$ cat src/rtl/cring_pkg.sv
// Shared types, field widths and command codes for the circular ring list engine.
package cring_pkg;

    localparam int CAPACITY_DEF = 64;
    localparam int TAG_BITS_DEF = 32;

    localparam int KIND_W    = 2;
    localparam int TAG_IN_W  = 32;
    localparam int STEPS_W   = 16;
    localparam int TAG_OUT_W = 32;
    localparam int STATUS_W  = 2;
    localparam int COUNT_W   = 7;

    localparam logic [KIND_W-1:0] KIND_INSERT = 2'd0;
    localparam logic [KIND_W-1:0] KIND_REMOVE = 2'd1;
    localparam logic [KIND_W-1:0] KIND_ROLL   = 2'd2;

    localparam logic [STATUS_W-1:0] STATUS_OK    = 2'd0;
    localparam logic [STATUS_W-1:0] STATUS_EMPTY = 2'd1;
    localparam logic [STATUS_W-1:0] STATUS_FULL  = 2'd2;

    typedef struct packed {
        logic [KIND_W-1:0]   kind;
        logic [TAG_IN_W-1:0] tag_in;
        logic                forward;
        logic [STEPS_W-1:0]  steps;
    } in_item_t;

    typedef struct packed {
        logic [TAG_OUT_W-1:0] tag_out;
        logic [STATUS_W-1:0]  status;
        logic [COUNT_W-1:0]   count;
    } out_item_t;

endpackage

$ cat src/rtl/circular_ring_list_engine.sv
// Top level of the circular ring list engine: command sequencer, link memories and free stack.
// The ring holds up to CAPACITY tags in a doubly linked list kept in block RAMs, with a cursor.
// An insert goes through a link state and a finish state, a remove through a finish state;
// errors and the unused command code go to the result state. A roll on a non-empty ring first
// reduces steps modulo the entry count in cring_rem, then one link-memory read per move.
// A finished result sits in an output register, and s_ready returns as soon as the sequencer
// is back in its idle state, even while that result has not yet been taken.
module circular_ring_list_engine #(
    parameter int CAPACITY = cring_pkg::CAPACITY_DEF,
    parameter int TAG_BITS = cring_pkg::TAG_BITS_DEF
) (
    input  logic                 aclk,
    input  logic                 aresetn,
    input  logic                 s_valid,
    output logic                 s_ready,
    input  cring_pkg::in_item_t  s_data,
    output logic                 m_valid,
    input  logic                 m_ready,
    output cring_pkg::out_item_t m_data
);

    localparam int AW = $clog2(CAPACITY);
    localparam int CW = $clog2(CAPACITY + 1);
    localparam int TAG_WIDE = (TAG_BITS > cring_pkg::TAG_OUT_W) ? TAG_BITS : cring_pkg::TAG_OUT_W;
    localparam int CNT_WIDE = (CW > cring_pkg::COUNT_W) ? CW : cring_pkg::COUNT_W;
    localparam logic [CW-1:0] CAP_C = CW'(CAPACITY);

    typedef enum logic [6:0] {
        ST_IDLE      = 7'b0000001,
        ST_INS_LINK  = 7'b0000010,
        ST_INS_FIN   = 7'b0000100,
        ST_REM_FIN   = 7'b0001000,
        ST_ROLL_MOD  = 7'b0010000,
        ST_ROLL_WALK = 7'b0100000,
        ST_RESULT    = 7'b1000000
    } state_t;

    state_t                         state_reg, state_next;
    logic [AW-1:0]                  cursor_reg, cursor_next;
    logic [CW-1:0]                  count_reg, count_next;
    logic [CW-1:0]                  hw_reg, hw_next;
    logic [TAG_BITS-1:0]            tag_reg, tag_next;
    logic                           fresh_reg, fresh_next;
    logic [AW-1:0]                  slot_reg, slot_next;
    logic [AW-1:0]                  before_reg, before_next;
    logic                           fwd_reg, fwd_next;
    logic [CW-1:0]                  left_reg, left_next;
    logic [cring_pkg::STATUS_W-1:0] status_reg, status_next;
    logic                           m_valid_reg, m_valid_next;
    cring_pkg::out_item_t           m_data_reg, m_data_next;

    logic                 tag_we, tag_re;
    logic [AW-1:0]        tag_wa, tag_ra;
    logic [TAG_BITS-1:0]  tag_rd;
    logic                 next_we, next_re;
    logic [AW-1:0]        next_wa, next_wd, next_ra, next_rd;
    logic                 prev_we, prev_re;
    logic [AW-1:0]        prev_wa, prev_wd, prev_ra, prev_rd;
    logic                 free_we, free_re;
    logic [AW-1:0]        free_wa, free_ra, free_rd;

    logic                 rem_start, rem_done;
    logic [CW-1:0]        rem_value;

    logic                 out_free;
    logic                 out_load;
    logic [cring_pkg::TAG_OUT_W-1:0] out_tag;
    logic [cring_pkg::STATUS_W-1:0]  out_status;
    logic [CW-1:0]        pop_pos, push_pos;
    logic [AW-1:0]        new_slot, step_slot;
    logic [TAG_WIDE-1:0]  tag_in_wide, tag_rd_wide;
    logic [CNT_WIDE-1:0]  cnt_wide;

    assign s_ready  = (state_reg == ST_IDLE);
    assign out_free = !m_valid_reg || m_ready;
    assign pop_pos  = CAP_C - count_reg - 1'b1;
    assign push_pos = CAP_C - count_reg;
    assign new_slot = fresh_reg ? count_reg[AW-1:0] : free_rd;
    assign step_slot = fwd_reg ? next_rd : prev_rd;
    assign tag_in_wide = TAG_WIDE'(s_data.tag_in);
    assign tag_rd_wide = TAG_WIDE'(tag_rd);

    always_comb begin
        state_next  = state_reg;
        cursor_next = cursor_reg;
        count_next  = count_reg;
        hw_next     = hw_reg;
        tag_next    = tag_reg;
        fresh_next  = fresh_reg;
        slot_next   = slot_reg;
        before_next = before_reg;
        fwd_next    = fwd_reg;
        left_next   = left_reg;
        status_next = status_reg;
        m_valid_next = m_valid_reg && !m_ready;
        m_data_next  = m_data_reg;

        tag_we  = 1'b0;
        tag_wa  = slot_reg;
        tag_re  = 1'b0;
        tag_ra  = cursor_reg;
        next_we = 1'b0;
        next_wa = slot_reg;
        next_wd = slot_reg;
        next_re = 1'b0;
        next_ra = cursor_reg;
        prev_we = 1'b0;
        prev_wa = slot_reg;
        prev_wd = slot_reg;
        prev_re = 1'b0;
        prev_ra = cursor_reg;
        free_we = 1'b0;
        free_wa = push_pos[AW-1:0];
        free_re = 1'b0;
        free_ra = pop_pos[AW-1:0];
        rem_start  = 1'b0;
        out_load   = 1'b0;
        out_tag    = '0;
        out_status = cring_pkg::STATUS_OK;

        unique case (state_reg)
            ST_IDLE: begin
                if (s_valid) begin
                    status_next = cring_pkg::STATUS_OK;
                    case (s_data.kind)
                        cring_pkg::KIND_INSERT: begin
                            if (count_reg == CAP_C) begin
                                status_next = cring_pkg::STATUS_FULL;
                                state_next  = ST_RESULT;
                            end else begin
                                free_re    = 1'b1;
                                prev_re    = 1'b1;
                                tag_next   = tag_in_wide[TAG_BITS-1:0];
                                fresh_next = (count_reg == hw_reg);
                                state_next = ST_INS_LINK;
                            end
                        end
                        cring_pkg::KIND_REMOVE: begin
                            if (count_reg == '0) begin
                                status_next = cring_pkg::STATUS_EMPTY;
                                state_next  = ST_RESULT;
                            end else begin
                                tag_re     = 1'b1;
                                next_re    = 1'b1;
                                prev_re    = 1'b1;
                                state_next = ST_REM_FIN;
                            end
                        end
                        cring_pkg::KIND_ROLL: begin
                            fwd_next = s_data.forward;
                            if (count_reg == '0) begin
                                state_next = ST_RESULT;
                            end else begin
                                rem_start  = 1'b1;
                                state_next = ST_ROLL_MOD;
                            end
                        end
                        default: begin
                            state_next = ST_RESULT;
                        end
                    endcase
                end
            end
            ST_INS_LINK: begin
                slot_next   = new_slot;
                before_next = prev_rd;
                tag_we      = 1'b1;
                tag_wa      = new_slot;
                next_we     = 1'b1;
                prev_we     = 1'b1;
                if (count_reg == '0) begin
                    next_wa = new_slot;
                    next_wd = new_slot;
                    prev_wa = new_slot;
                    prev_wd = new_slot;
                end else begin
                    prev_wa = cursor_reg;
                    prev_wd = new_slot;
                    next_wa = prev_rd;
                    next_wd = new_slot;
                end
                state_next = ST_INS_FIN;
            end
            ST_INS_FIN: begin
                if (out_free) begin
                    if (count_reg != '0) begin
                        next_we = 1'b1;
                        next_wa = slot_reg;
                        next_wd = cursor_reg;
                        prev_we = 1'b1;
                        prev_wa = slot_reg;
                        prev_wd = before_reg;
                    end
                    cursor_next = slot_reg;
                    count_next  = count_reg + 1'b1;
                    if (fresh_reg) begin
                        hw_next = count_reg + 1'b1;
                    end
                    out_load   = 1'b1;
                    state_next = ST_IDLE;
                end
            end
            ST_REM_FIN: begin
                if (out_free) begin
                    if (count_reg > CW'(1)) begin
                        prev_we     = 1'b1;
                        prev_wa     = next_rd;
                        prev_wd     = prev_rd;
                        next_we     = 1'b1;
                        next_wa     = prev_rd;
                        next_wd     = next_rd;
                        cursor_next = next_rd;
                    end
                    free_we    = 1'b1;
                    count_next = count_reg - 1'b1;
                    out_load   = 1'b1;
                    out_tag    = tag_rd_wide[cring_pkg::TAG_OUT_W-1:0];
                    state_next = ST_IDLE;
                end
            end
            ST_ROLL_MOD: begin
                if (rem_done) begin
                    if (rem_value == '0) begin
                        state_next = ST_RESULT;
                    end else begin
                        next_re    = 1'b1;
                        prev_re    = 1'b1;
                        left_next  = rem_value;
                        state_next = ST_ROLL_WALK;
                    end
                end
            end
            ST_ROLL_WALK: begin
                cursor_next = step_slot;
                left_next   = left_reg - 1'b1;
                if (left_reg == CW'(1)) begin
                    state_next = ST_RESULT;
                end else begin
                    next_re = 1'b1;
                    next_ra = step_slot;
                    prev_re = 1'b1;
                    prev_ra = step_slot;
                end
            end
            ST_RESULT: begin
                if (out_free) begin
                    out_load   = 1'b1;
                    out_status = status_reg;
                    state_next = ST_IDLE;
                end
            end
            default: begin
                state_next = ST_IDLE;
            end
        endcase

        cnt_wide = CNT_WIDE'(count_next);
        if (out_load) begin
            m_valid_next        = 1'b1;
            m_data_next.tag_out = out_tag;
            m_data_next.status  = out_status;
            m_data_next.count   = cnt_wide[cring_pkg::COUNT_W-1:0];
        end
    end

    always_ff @(posedge aclk) begin
        if (!aresetn) begin
            state_reg   <= ST_IDLE;
            cursor_reg  <= '0;
            count_reg   <= '0;
            hw_reg      <= '0;
            m_valid_reg <= 1'b0;
        end else begin
            state_reg   <= state_next;
            cursor_reg  <= cursor_next;
            count_reg   <= count_next;
            hw_reg      <= hw_next;
            m_valid_reg <= m_valid_next;
        end
        tag_reg    <= tag_next;
        fresh_reg  <= fresh_next;
        slot_reg   <= slot_next;
        before_reg <= before_next;
        fwd_reg    <= fwd_next;
        left_reg   <= left_next;
        status_reg <= status_next;
        m_data_reg <= m_data_next;
    end

    assign m_valid = m_valid_reg;
    assign m_data  = m_data_reg;

    cring_ram #(
        .WIDTH (TAG_BITS),
        .DEPTH (CAPACITY)
    ) u_tag_ram (
        .aclk    (aclk),
        .wr_en   (tag_we),
        .wr_addr (tag_wa),
        .wr_data (tag_reg),
        .rd_en   (tag_re),
        .rd_addr (tag_ra),
        .rd_data (tag_rd)
    );

    cring_ram #(
        .WIDTH (AW),
        .DEPTH (CAPACITY)
    ) u_next_ram (
        .aclk    (aclk),
        .wr_en   (next_we),
        .wr_addr (next_wa),
        .wr_data (next_wd),
        .rd_en   (next_re),
        .rd_addr (next_ra),
        .rd_data (next_rd)
    );

    cring_ram #(
        .WIDTH (AW),
        .DEPTH (CAPACITY)
    ) u_prev_ram (
        .aclk    (aclk),
        .wr_en   (prev_we),
        .wr_addr (prev_wa),
        .wr_data (prev_wd),
        .rd_en   (prev_re),
        .rd_addr (prev_ra),
        .rd_data (prev_rd)
    );

    cring_ram #(
        .WIDTH (AW),
        .DEPTH (CAPACITY)
    ) u_free_ram (
        .aclk    (aclk),
        .wr_en   (free_we),
        .wr_addr (free_wa),
        .wr_data (cursor_reg),
        .rd_en   (free_re),
        .rd_addr (free_ra),
        .rd_data (free_rd)
    );

    cring_rem #(
        .DIV_W (CW)
    ) u_rem (
        .aclk      (aclk),
        .aresetn   (aresetn),
        .start     (rem_start),
        .dividend  (s_data.steps),
        .divisor   (count_reg),
        .done      (rem_done),
        .remainder (rem_value)
    );

endmodule

$ cat src/rtl/cring_ram.sv
// Generic single-port-write, single-port-read RAM with registered read data.
module cring_ram #(
    parameter int WIDTH = 8,
    parameter int DEPTH = 64
) (
    input  logic                     aclk,
    input  logic                     wr_en,
    input  logic [$clog2(DEPTH)-1:0] wr_addr,
    input  logic [WIDTH-1:0]         wr_data,
    input  logic                     rd_en,
    input  logic [$clog2(DEPTH)-1:0] rd_addr,
    output logic [WIDTH-1:0]         rd_data
);

    logic [WIDTH-1:0] mem_reg [DEPTH];
    logic [WIDTH-1:0] rd_data_reg;

    always_ff @(posedge aclk) begin
        if (wr_en) begin
            mem_reg[wr_addr] <= wr_data;
        end
        if (rd_en) begin
            rd_data_reg <= mem_reg[rd_addr];
        end
    end

    assign rd_data = rd_data_reg;

endmodule

$ cat src/rtl/cring_rem.sv
// Iterative restoring remainder unit that reduces a roll distance modulo the entry count.
module cring_rem #(
    parameter int DIV_W = 7
) (
    input  logic                         aclk,
    input  logic                         aresetn,
    input  logic                         start,
    input  logic [cring_pkg::STEPS_W-1:0] dividend,
    input  logic [DIV_W-1:0]             divisor,
    output logic                         done,
    output logic [DIV_W-1:0]             remainder
);

    localparam int CNT_W = $clog2(cring_pkg::STEPS_W);

    logic                          busy_reg, busy_next;
    logic                          done_reg, done_next;
    logic [CNT_W-1:0]              cnt_reg, cnt_next;
    logic [cring_pkg::STEPS_W-1:0] dvd_reg, dvd_next;
    logic [DIV_W-1:0]              dsr_reg, dsr_next;
    logic [DIV_W-1:0]              rem_reg, rem_next;
    logic [DIV_W:0]                shifted;
    logic [DIV_W:0]                trial;

    assign shifted = {rem_reg, dvd_reg[cring_pkg::STEPS_W-1]};
    assign trial   = shifted - {1'b0, dsr_reg};

    always_comb begin
        busy_next = busy_reg;
        done_next = 1'b0;
        cnt_next  = cnt_reg;
        dvd_next  = dvd_reg;
        dsr_next  = dsr_reg;
        rem_next  = rem_reg;
        if (start) begin
            busy_next = 1'b1;
            cnt_next  = CNT_W'(cring_pkg::STEPS_W - 1);
            dvd_next  = dividend;
            dsr_next  = divisor;
            rem_next  = '0;
        end else if (busy_reg) begin
            rem_next = trial[DIV_W] ? shifted[DIV_W-1:0] : trial[DIV_W-1:0];
            dvd_next = {dvd_reg[cring_pkg::STEPS_W-2:0], 1'b0};
            cnt_next = cnt_reg - 1'b1;
            if (cnt_reg == '0) begin
                busy_next = 1'b0;
                done_next = 1'b1;
            end
        end
    end

    always_ff @(posedge aclk) begin
        if (!aresetn) begin
            busy_reg <= 1'b0;
            done_reg <= 1'b0;
        end else begin
            busy_reg <= busy_next;
            done_reg <= done_next;
        end
        cnt_reg <= cnt_next;
        dvd_reg <= dvd_next;
        dsr_reg <= dsr_next;
        rem_reg <= rem_next;
    end

    assign done      = done_reg;
    assign remainder = rem_reg;

endmodule

$ cat config.mk
export PLATFORM = sky130hd
export DESIGN_NAME = circular_ring_list_engine
export DESIGN_NICKNAME = d
export VERILOG_FILES = /design/src/rtl/cring_pkg.sv /design/src/rtl/circular_ring_list_engine.sv /design/src/rtl/cring_ram.sv /design/src/rtl/cring_rem.sv
export SDC_FILE = /design/constraint.sdc
export NUM_CORES = 2
export LEC_CHECK = 0
export ABC_AREA = 1
export BUFFER_PORTS_ARGS = -buffer_cell sky130_fd_sc_hd__buf_2
export CAP_MARGIN = 20
export CORE_ASPECT_RATIO = 1.2
export CORE_MARGIN = 2
export CORE_UTILIZATION = 59
export DETAILED_ROUTE_END_ITERATION = 7
export PLACE_DENSITY = 0.71
export SLEW_MARGIN = 0
export SYNTH_ARGS = -nofsm -noshare
export SYNTH_HDL_FRONTEND = slang
export SYNTH_SLANG_ARGS = --single-unit
$ cat constraint.sdc
create_clock -name aclk -period 14.05 [get_ports aclk]
set_input_delay 2.81 -clock aclk [delete_from_list [all_inputs] [get_ports aclk]]
set_output_delay 2.81 -clock aclk [all_outputs]
set_load 0.1 [all_outputs]
# After elaboration in Yosys (flattened, before gate mapping)
# Memories as Yosys holds them, arrays and structs flattened. A register that Yosys moved wholly into a read port is not among the register bits.
# Index checks and enable logic that the tools add are counted.
# word_totals
regBits,160
mem_bits_rw,3200
input_bits,55
word_cells,162
memories,4
# op_classes
n_addsub,7
order_cmp,1
eq_ne,20
n_mux,83
n_bitwise,3
reduce_logical,23
# mem_list
name,depth,word_bits,rd,rd_ports_with_merged_regs,wr,line_no,source
u_tag_ram.mem_reg,64,32,1,1,1,cring_ram.sv:15,logic [WIDTH-1:0] mem_reg [DEPTH];
u_free_ram.mem_reg,64,6,1,1,1,cring_ram.sv:15,
u_next_ram.mem_reg,64,6,1,1,1,cring_ram.sv:15,
u_prev_ram.mem_reg,64,6,1,1,1,cring_ram.sv:15,
# op_table
operator,n
2-to-1 mux 6 bit,18
2-to-1 mux 7 bit,13
case mux 6 bit (3 select lines),3
2-to-1 mux 1 bit,35
case mux 7 bit (5 select lines),1
2-to-1 mux 16 bit,2
case mux 7 bit (2 select lines),2
case mux 6 bit (2 select lines),2
case mux 7 bit (3 select lines),1
"== test 7 x 1 -> 1 bit, second input constant",2
"== test 7 bit, second input constant",2
zero test 7 bit,2
"subtractor 7 x 1 -> 7 bit, second input constant",2
"!= test 2 bit, second input constant",6
AND reduction 4 bit,3
case mux 1 bit (3 select lines),3
AND reduction 3 bit,3
subtractor 8 x 7 -> 8 bit,1
"adder 7 x 1 -> 7 bit, second input constant",1
"== test 7 x 2 -> 1 bit, second input constant",1
"== test 7 x 3 -> 1 bit, second input constant",1
"== test 7 x 4 -> 1 bit, second input constant",1
"== test 7 x 5 -> 1 bit, second input constant",1
"== test 7 x 6 -> 1 bit, second input constant",1
22 further kinds,30

# Longest topological paths before layout
# depth
depth_word,6
mapped_depth,18
mapped_depth_nobuf,16

# Hierarchy
# A second synthesis with hierarchy kept.
# unflattened
hier_cells,11916
area_unflattened_um2,139525.1
# modules_own_cells
module,instances,cells_per_inst,area_per_inst_um2,seq_area_each_um2
cring_ram at u_tag_ram,1,6769,83058.4,62459.9
cring_ram at u_next_ram ...,2,1376,15990.3,11711.2
cring_ram at u_free_ram,1,1393,16002.8,11711.2
circular_ring_list_engine,1,777,6602.6,3383.2
cring_rem,1,225,1880.6,950.9

# Least setup slack after synthesis
# OpenSTA, ideal clock, no wires.
# synth_path
path_type,input to register
startpoint,input port s_data[50] in the netlist's numbering
endpoint,"register u_prev_ram.rd_data_reg[0], in the netlist u_prev_ram.rd_data[0] (read register of u_prev_ram.mem_reg), enable pin"
setup_ns,0.311
t_arrival_ns,5.915
required_ns,13.739
setup_slack_ns,7.824
cell_stages,5
n_path_buf,0
cell_sequence,inv_1 > nand3_1 > nor3_1 > nand3b_1 > or2_2
# synth_between
elab_chain_cells,4
elab_cells_between_ends,5
# synth_lines
element,line_no,source
start: declaration,circular_ring_list_engine.sv:16,"input cring_pkg::in_item_t s_data,"
== test 2 x 1 -> 1 bit / zero test 2 bit (equally long branches),circular_ring_list_engine.sv:125,case (s_data.kind)
case mux 1 bit (2 select lines) (*),circular_ring_list_engine.sv:125,
2-to-1 mux 1 bit (*),circular_ring_list_engine.sv:123,if (s_valid) begin
case mux 1 bit (3 select lines) (*),circular_ring_list_engine.sv:121,unique case (state_reg)
named net prev_re,circular_ring_list_engine.sv:57,"logic prev_we, prev_re;"
end: declaration,cring_ram.sv:16,logic [WIDTH-1:0] rd_data_reg;
# The timed path passes the listed nets; every way through them passes the cells marked *.
# A chain may end at the register's enable or synchronous reset.

# Worst setup path after layout
# layout_path
startpoint,input port m_ready
endpoint,"memory u_next_ram.mem_reg[5][3] in the netlist's numbering, enable pin"
# layout_between
elab_chain_cells,5
elab_cells_between_ends,8
# layout_lines
element,line_no,source
start: declaration,circular_ring_list_engine.sv:18,"input logic m_ready,"
logical OR 1 bit (*),circular_ring_list_engine.sv:75,assign out_free = !m_valid_reg || m_ready;
"2-to-1 mux 1 bit, on equally long branches","circular_ring_list_engine.sv:204, circular_ring_list_engine.sv:185",
case mux 1 bit (3 select lines),circular_ring_list_engine.sv:121,
2-to-1 mux 1 bit,cring_ram.sv:19,if (wr_en) begin
2-to-1 mux 1 bit (not written as such),cring_ram.sv:20,mem_reg[wr_addr] <= wr_data;
end: declaration,cring_ram.sv:15,
# Mark *: on every way between the ends. The rest lies on a longest branch, timed or not.

==> results by group <==
Timing
  – Unrepaired setup endpoints after global routing: false
  – Fmax: 171 MHz
  – Final Setup Violations: 0
  – Setup TNS: 0 ns
  – Max Transition Viols Final: 0
  – Final hold vios: 0
  – Worst Tran Pin Value: 1.25 ns
  – Clock skew: 0.0477 ns
  – Final worst path period share: 0.417
  – Crit path time final: 5.86 ns
  – Slew HR: 0.159

Clock network
  – CTS Sinks: 3410
  – TritonCTS clock tree: yes
  – Max Root-Sink Buffers: 4
  – Num CTS Buffers: 329
  – Root Buffer: clkbuf_16
  – Hold buffer count at CTS: 0
  – Clk pin slew, worst setup/hold paths: 0.06 ns
  – Postcts setup bufs: 0
  – Skew-Pair Late Insertion Delay: 0.90 ns
  – Number of H-tree levels: 5
  – Cts repair resizes: 0

Setup path
  – CP Max Fanout: 24
  – Worst EP arrival: 6.36 ns
  – Worst EP required: 14.55 ns
  – CP Capture Type: flip-flop
  – Kind of critical path: input pin to flip-flop
  – R2R depth: 17
  – Startpoint Class: input pin

Routing
  – Drt pass-1 iters: 7
  – Initial DRC Count: 13800
  – Post-route DRC violation count: 0
  – Final ANT Viol Nets: 0
  – Wire per inst: 27.3 um
  – Wirelength, routed: 388000 um
  – Vias per cell: 6.50
  – Vias post-DR: 92300

Power
  – Pwr/cell area: 164 mW/mm2
  – Pleak: 51.9 nW
  – Max rail drop VDD: 0.168 mV
  – Total power: 0.0249 W

Yosys
  – Ys flop type: edfxtp_1
  – Post-Syn Instances: 11000
  – Post-synth EDFFs: 3363
  – Synth Register Bits: 3410
  – Mean Syn Cell Area: 12.5 um2
  – Seq/Total Area, Yosys: 0.737
  – Syn_nets: 11100
  – Post-synth cell types: 59
  – Synthesized cell area: 0.138 mm2
  – Ys async rst share: 0
  – Yosys warns: 0

Floorplanning
  – Die height: 534 um
  – Starting Density: 0.594
  – Die Area: 0.238 mm2
  – I/O pins: 98
  – Die Wd: 446 um
  – Cell row count: 194
  – Core ar.: 0.233 mm2

Global route
  – First-pass GRT wire length: 564000 um
  – Vias in the first global route: 89200
  – Gr usage total: 0.319
  – Initial antenna violation count: 22
  – Total grt overflow: 0
  – Largest net degree at the start of global routing: 240

Placement
  – Gp weighted congestion: 0.891
  – Placed Cells: 13600
  – Hpwl dp: 211000 um
  – PortBufs: 97

Min path
  – Hold Crit Class: flip-flop to flip-flop
  – Cell depth of the worst hold path: 2

Layout
  – Area Overhead vs Synth: 10.1%
  – Final #Nets: 11000
  – Final Non-Filler Cells: 14200
  – Final core utilization: 0.654
  – Max reg flops: 2048
  – Fraction of layout cells with a size suffix above 1: 0.0819

Run
  – Max Cap Violations: 0

Status
  – Status: finished, final reports clean
==> cell usage in the layout (no fill, tap or decap), types with 10 or more instances in the layout <==
master / instances
a21oi_1: 97
a221oi_1: 88
a22oi_1: 89
buf_2: 97
buf_4: 187
bufinv_16: 25
clkbuf_1: 64
clkbuf_16: 343
clkinv_1: 62
clkinv_2: 61
clkinvlp_4: 12
dfxtp_1: 40
edfxtp_1: 3363
ha_1: 12
inv_1: 563
inv_2: 20
inv_6: 10
nand2_1: 860
nand3_1: 960
nand3_2: 11
nand3b_1: 282
nand4_1: 19
nor2_1: 1561
nor2_4: 70
nor3_1: 15
o211ai_1: 15
o21ai_0: 1419
o21ai_1: 18
o22ai_1: 647
xor2_1: 18
==> power by group <==
part | total [W] | internal (W) | switching [W]
clock network | 0.00865 | 0.00494 | 0.00372
logic | 0.00439 | 0.000926 | 0.00346
registers | 0.0119 | 0.0118 | 0.000119
total | 0.0249 | 0.0176 | 0.00730
==> synth_stat cells, drive strengths merged (5+ instances only) <==
library cell | n | area, um2
a21oi | 100 | 519
a221oi | 88 | 771
a22oi | 89 | 668
a31oi | 7 | 43.8
buf | 257 | 1280
clkbuf | 487 | 1830
dfxtp | 47 | 941
edfxtp | 3363 | 101000
ha | 13 | 163
inv | 591 | 2230
nand2 | 869 | 3280
nand3 | 973 | 4930
nand3b | 282 | 2120
nand4 | 22 | 165
nor2 | 1636 | 6190
nor3 | 21 | 120
nor4 | 6 | 43.8
o2111ai | 7 | 61.3
o211ai | 15 | 113
o21ai | 1440 | 7210
o22ai | 647 | 4050
o31ai | 8 | 60.1
or2 | 9 | 56.3
xnor2 | 5 | 43.8
xor2 | 20 | 190
==> through the flow <==
stage	hold slack (ns)	setup slack (ns)	cell area, um2
global route	0.546	8.09	152000
detailed placement	0.483	7.32	142000
finish	0.498	8.19	152000
floorplan	0.431	7.82	138000
global placement	0.467	7.47	142000
CTS	0.499	8.08	152000
==> worst max-delay path, cell delays in order <==
cell,delay [ns]
buf_2,0.09
nor2_2,0.04
buf_4,0.24
inv_1,0.61
nand2_1,0.53
o21ai_1,0.29
a21oi_2,0.10
inv_2,0.24
nand2_1,0.11
inv_2,0.09
nand2_1,0.53
nor2_1,0.63
==> worst paths after layout <==
| path | start | end | slack (ns) |
|---|---|---|---|
| setup reg to reg | left_reg[1]$_DFFE_PP_ | u_next_ram.rd_data[4]$_DFFE_PP_ | 8.62 |
| setup / recovery | m_ready | u_next_ram.mem_reg[5][3]$_DFFE_PP_ | 8.19 |
| hold / removal | u_rem.cnt_reg[3]$_SDFFE_PP1P_ | u_rem.cnt_reg[3]$_SDFFE_PP1P_ | 0.50 |
| hold reg to reg | u_rem.cnt_reg[3]$_SDFFE_PP1P_ | u_rem.cnt_reg[3]$_SDFFE_PP1P_ | 0.50 |
==> logic make-up (layout without fill, tap and decap cells) <==
logic type               Yosys count  after routing  synth area share
AND/OR/NAND/NOR                 3820           3820             0.122
flip-flops                      3410           3410             0.737
AO/OA/AOI/OAI                   2417           2417            0.0986
buffers and inverters           1339           1472            0.0387
XOR/XNOR                          25             25           0.00169
adder cells (fa/ha/maj)           14             14           0.00132
other                              0              7                 0
==> area by class of cell <==
class / instances / area [um2]
Clock buffer: 409 / 8850
Clock inverter: 174 / 1580
Tap cell: 3038 / 3800
Antenna cell: 7 / 17.5
Sequential cell: 3410 / 102000
Multi-Input combinational cell: 6276 / 31600
Timing Repair Buffer: 294 / 2100
Fill cell: 16400 / 80600
Inverter: 595 / 2280
==> per-layer routing <==
metal	wire, um	global-route usage	vias to the layer above
li1	-	-	40100
met5	29	0	-
met4	23500	0.174	4
met3	39600	0.0539	1113
met2	185000	0.523	5725
met1	140000	0.409	45400
(Power assumes the default switching activity.)
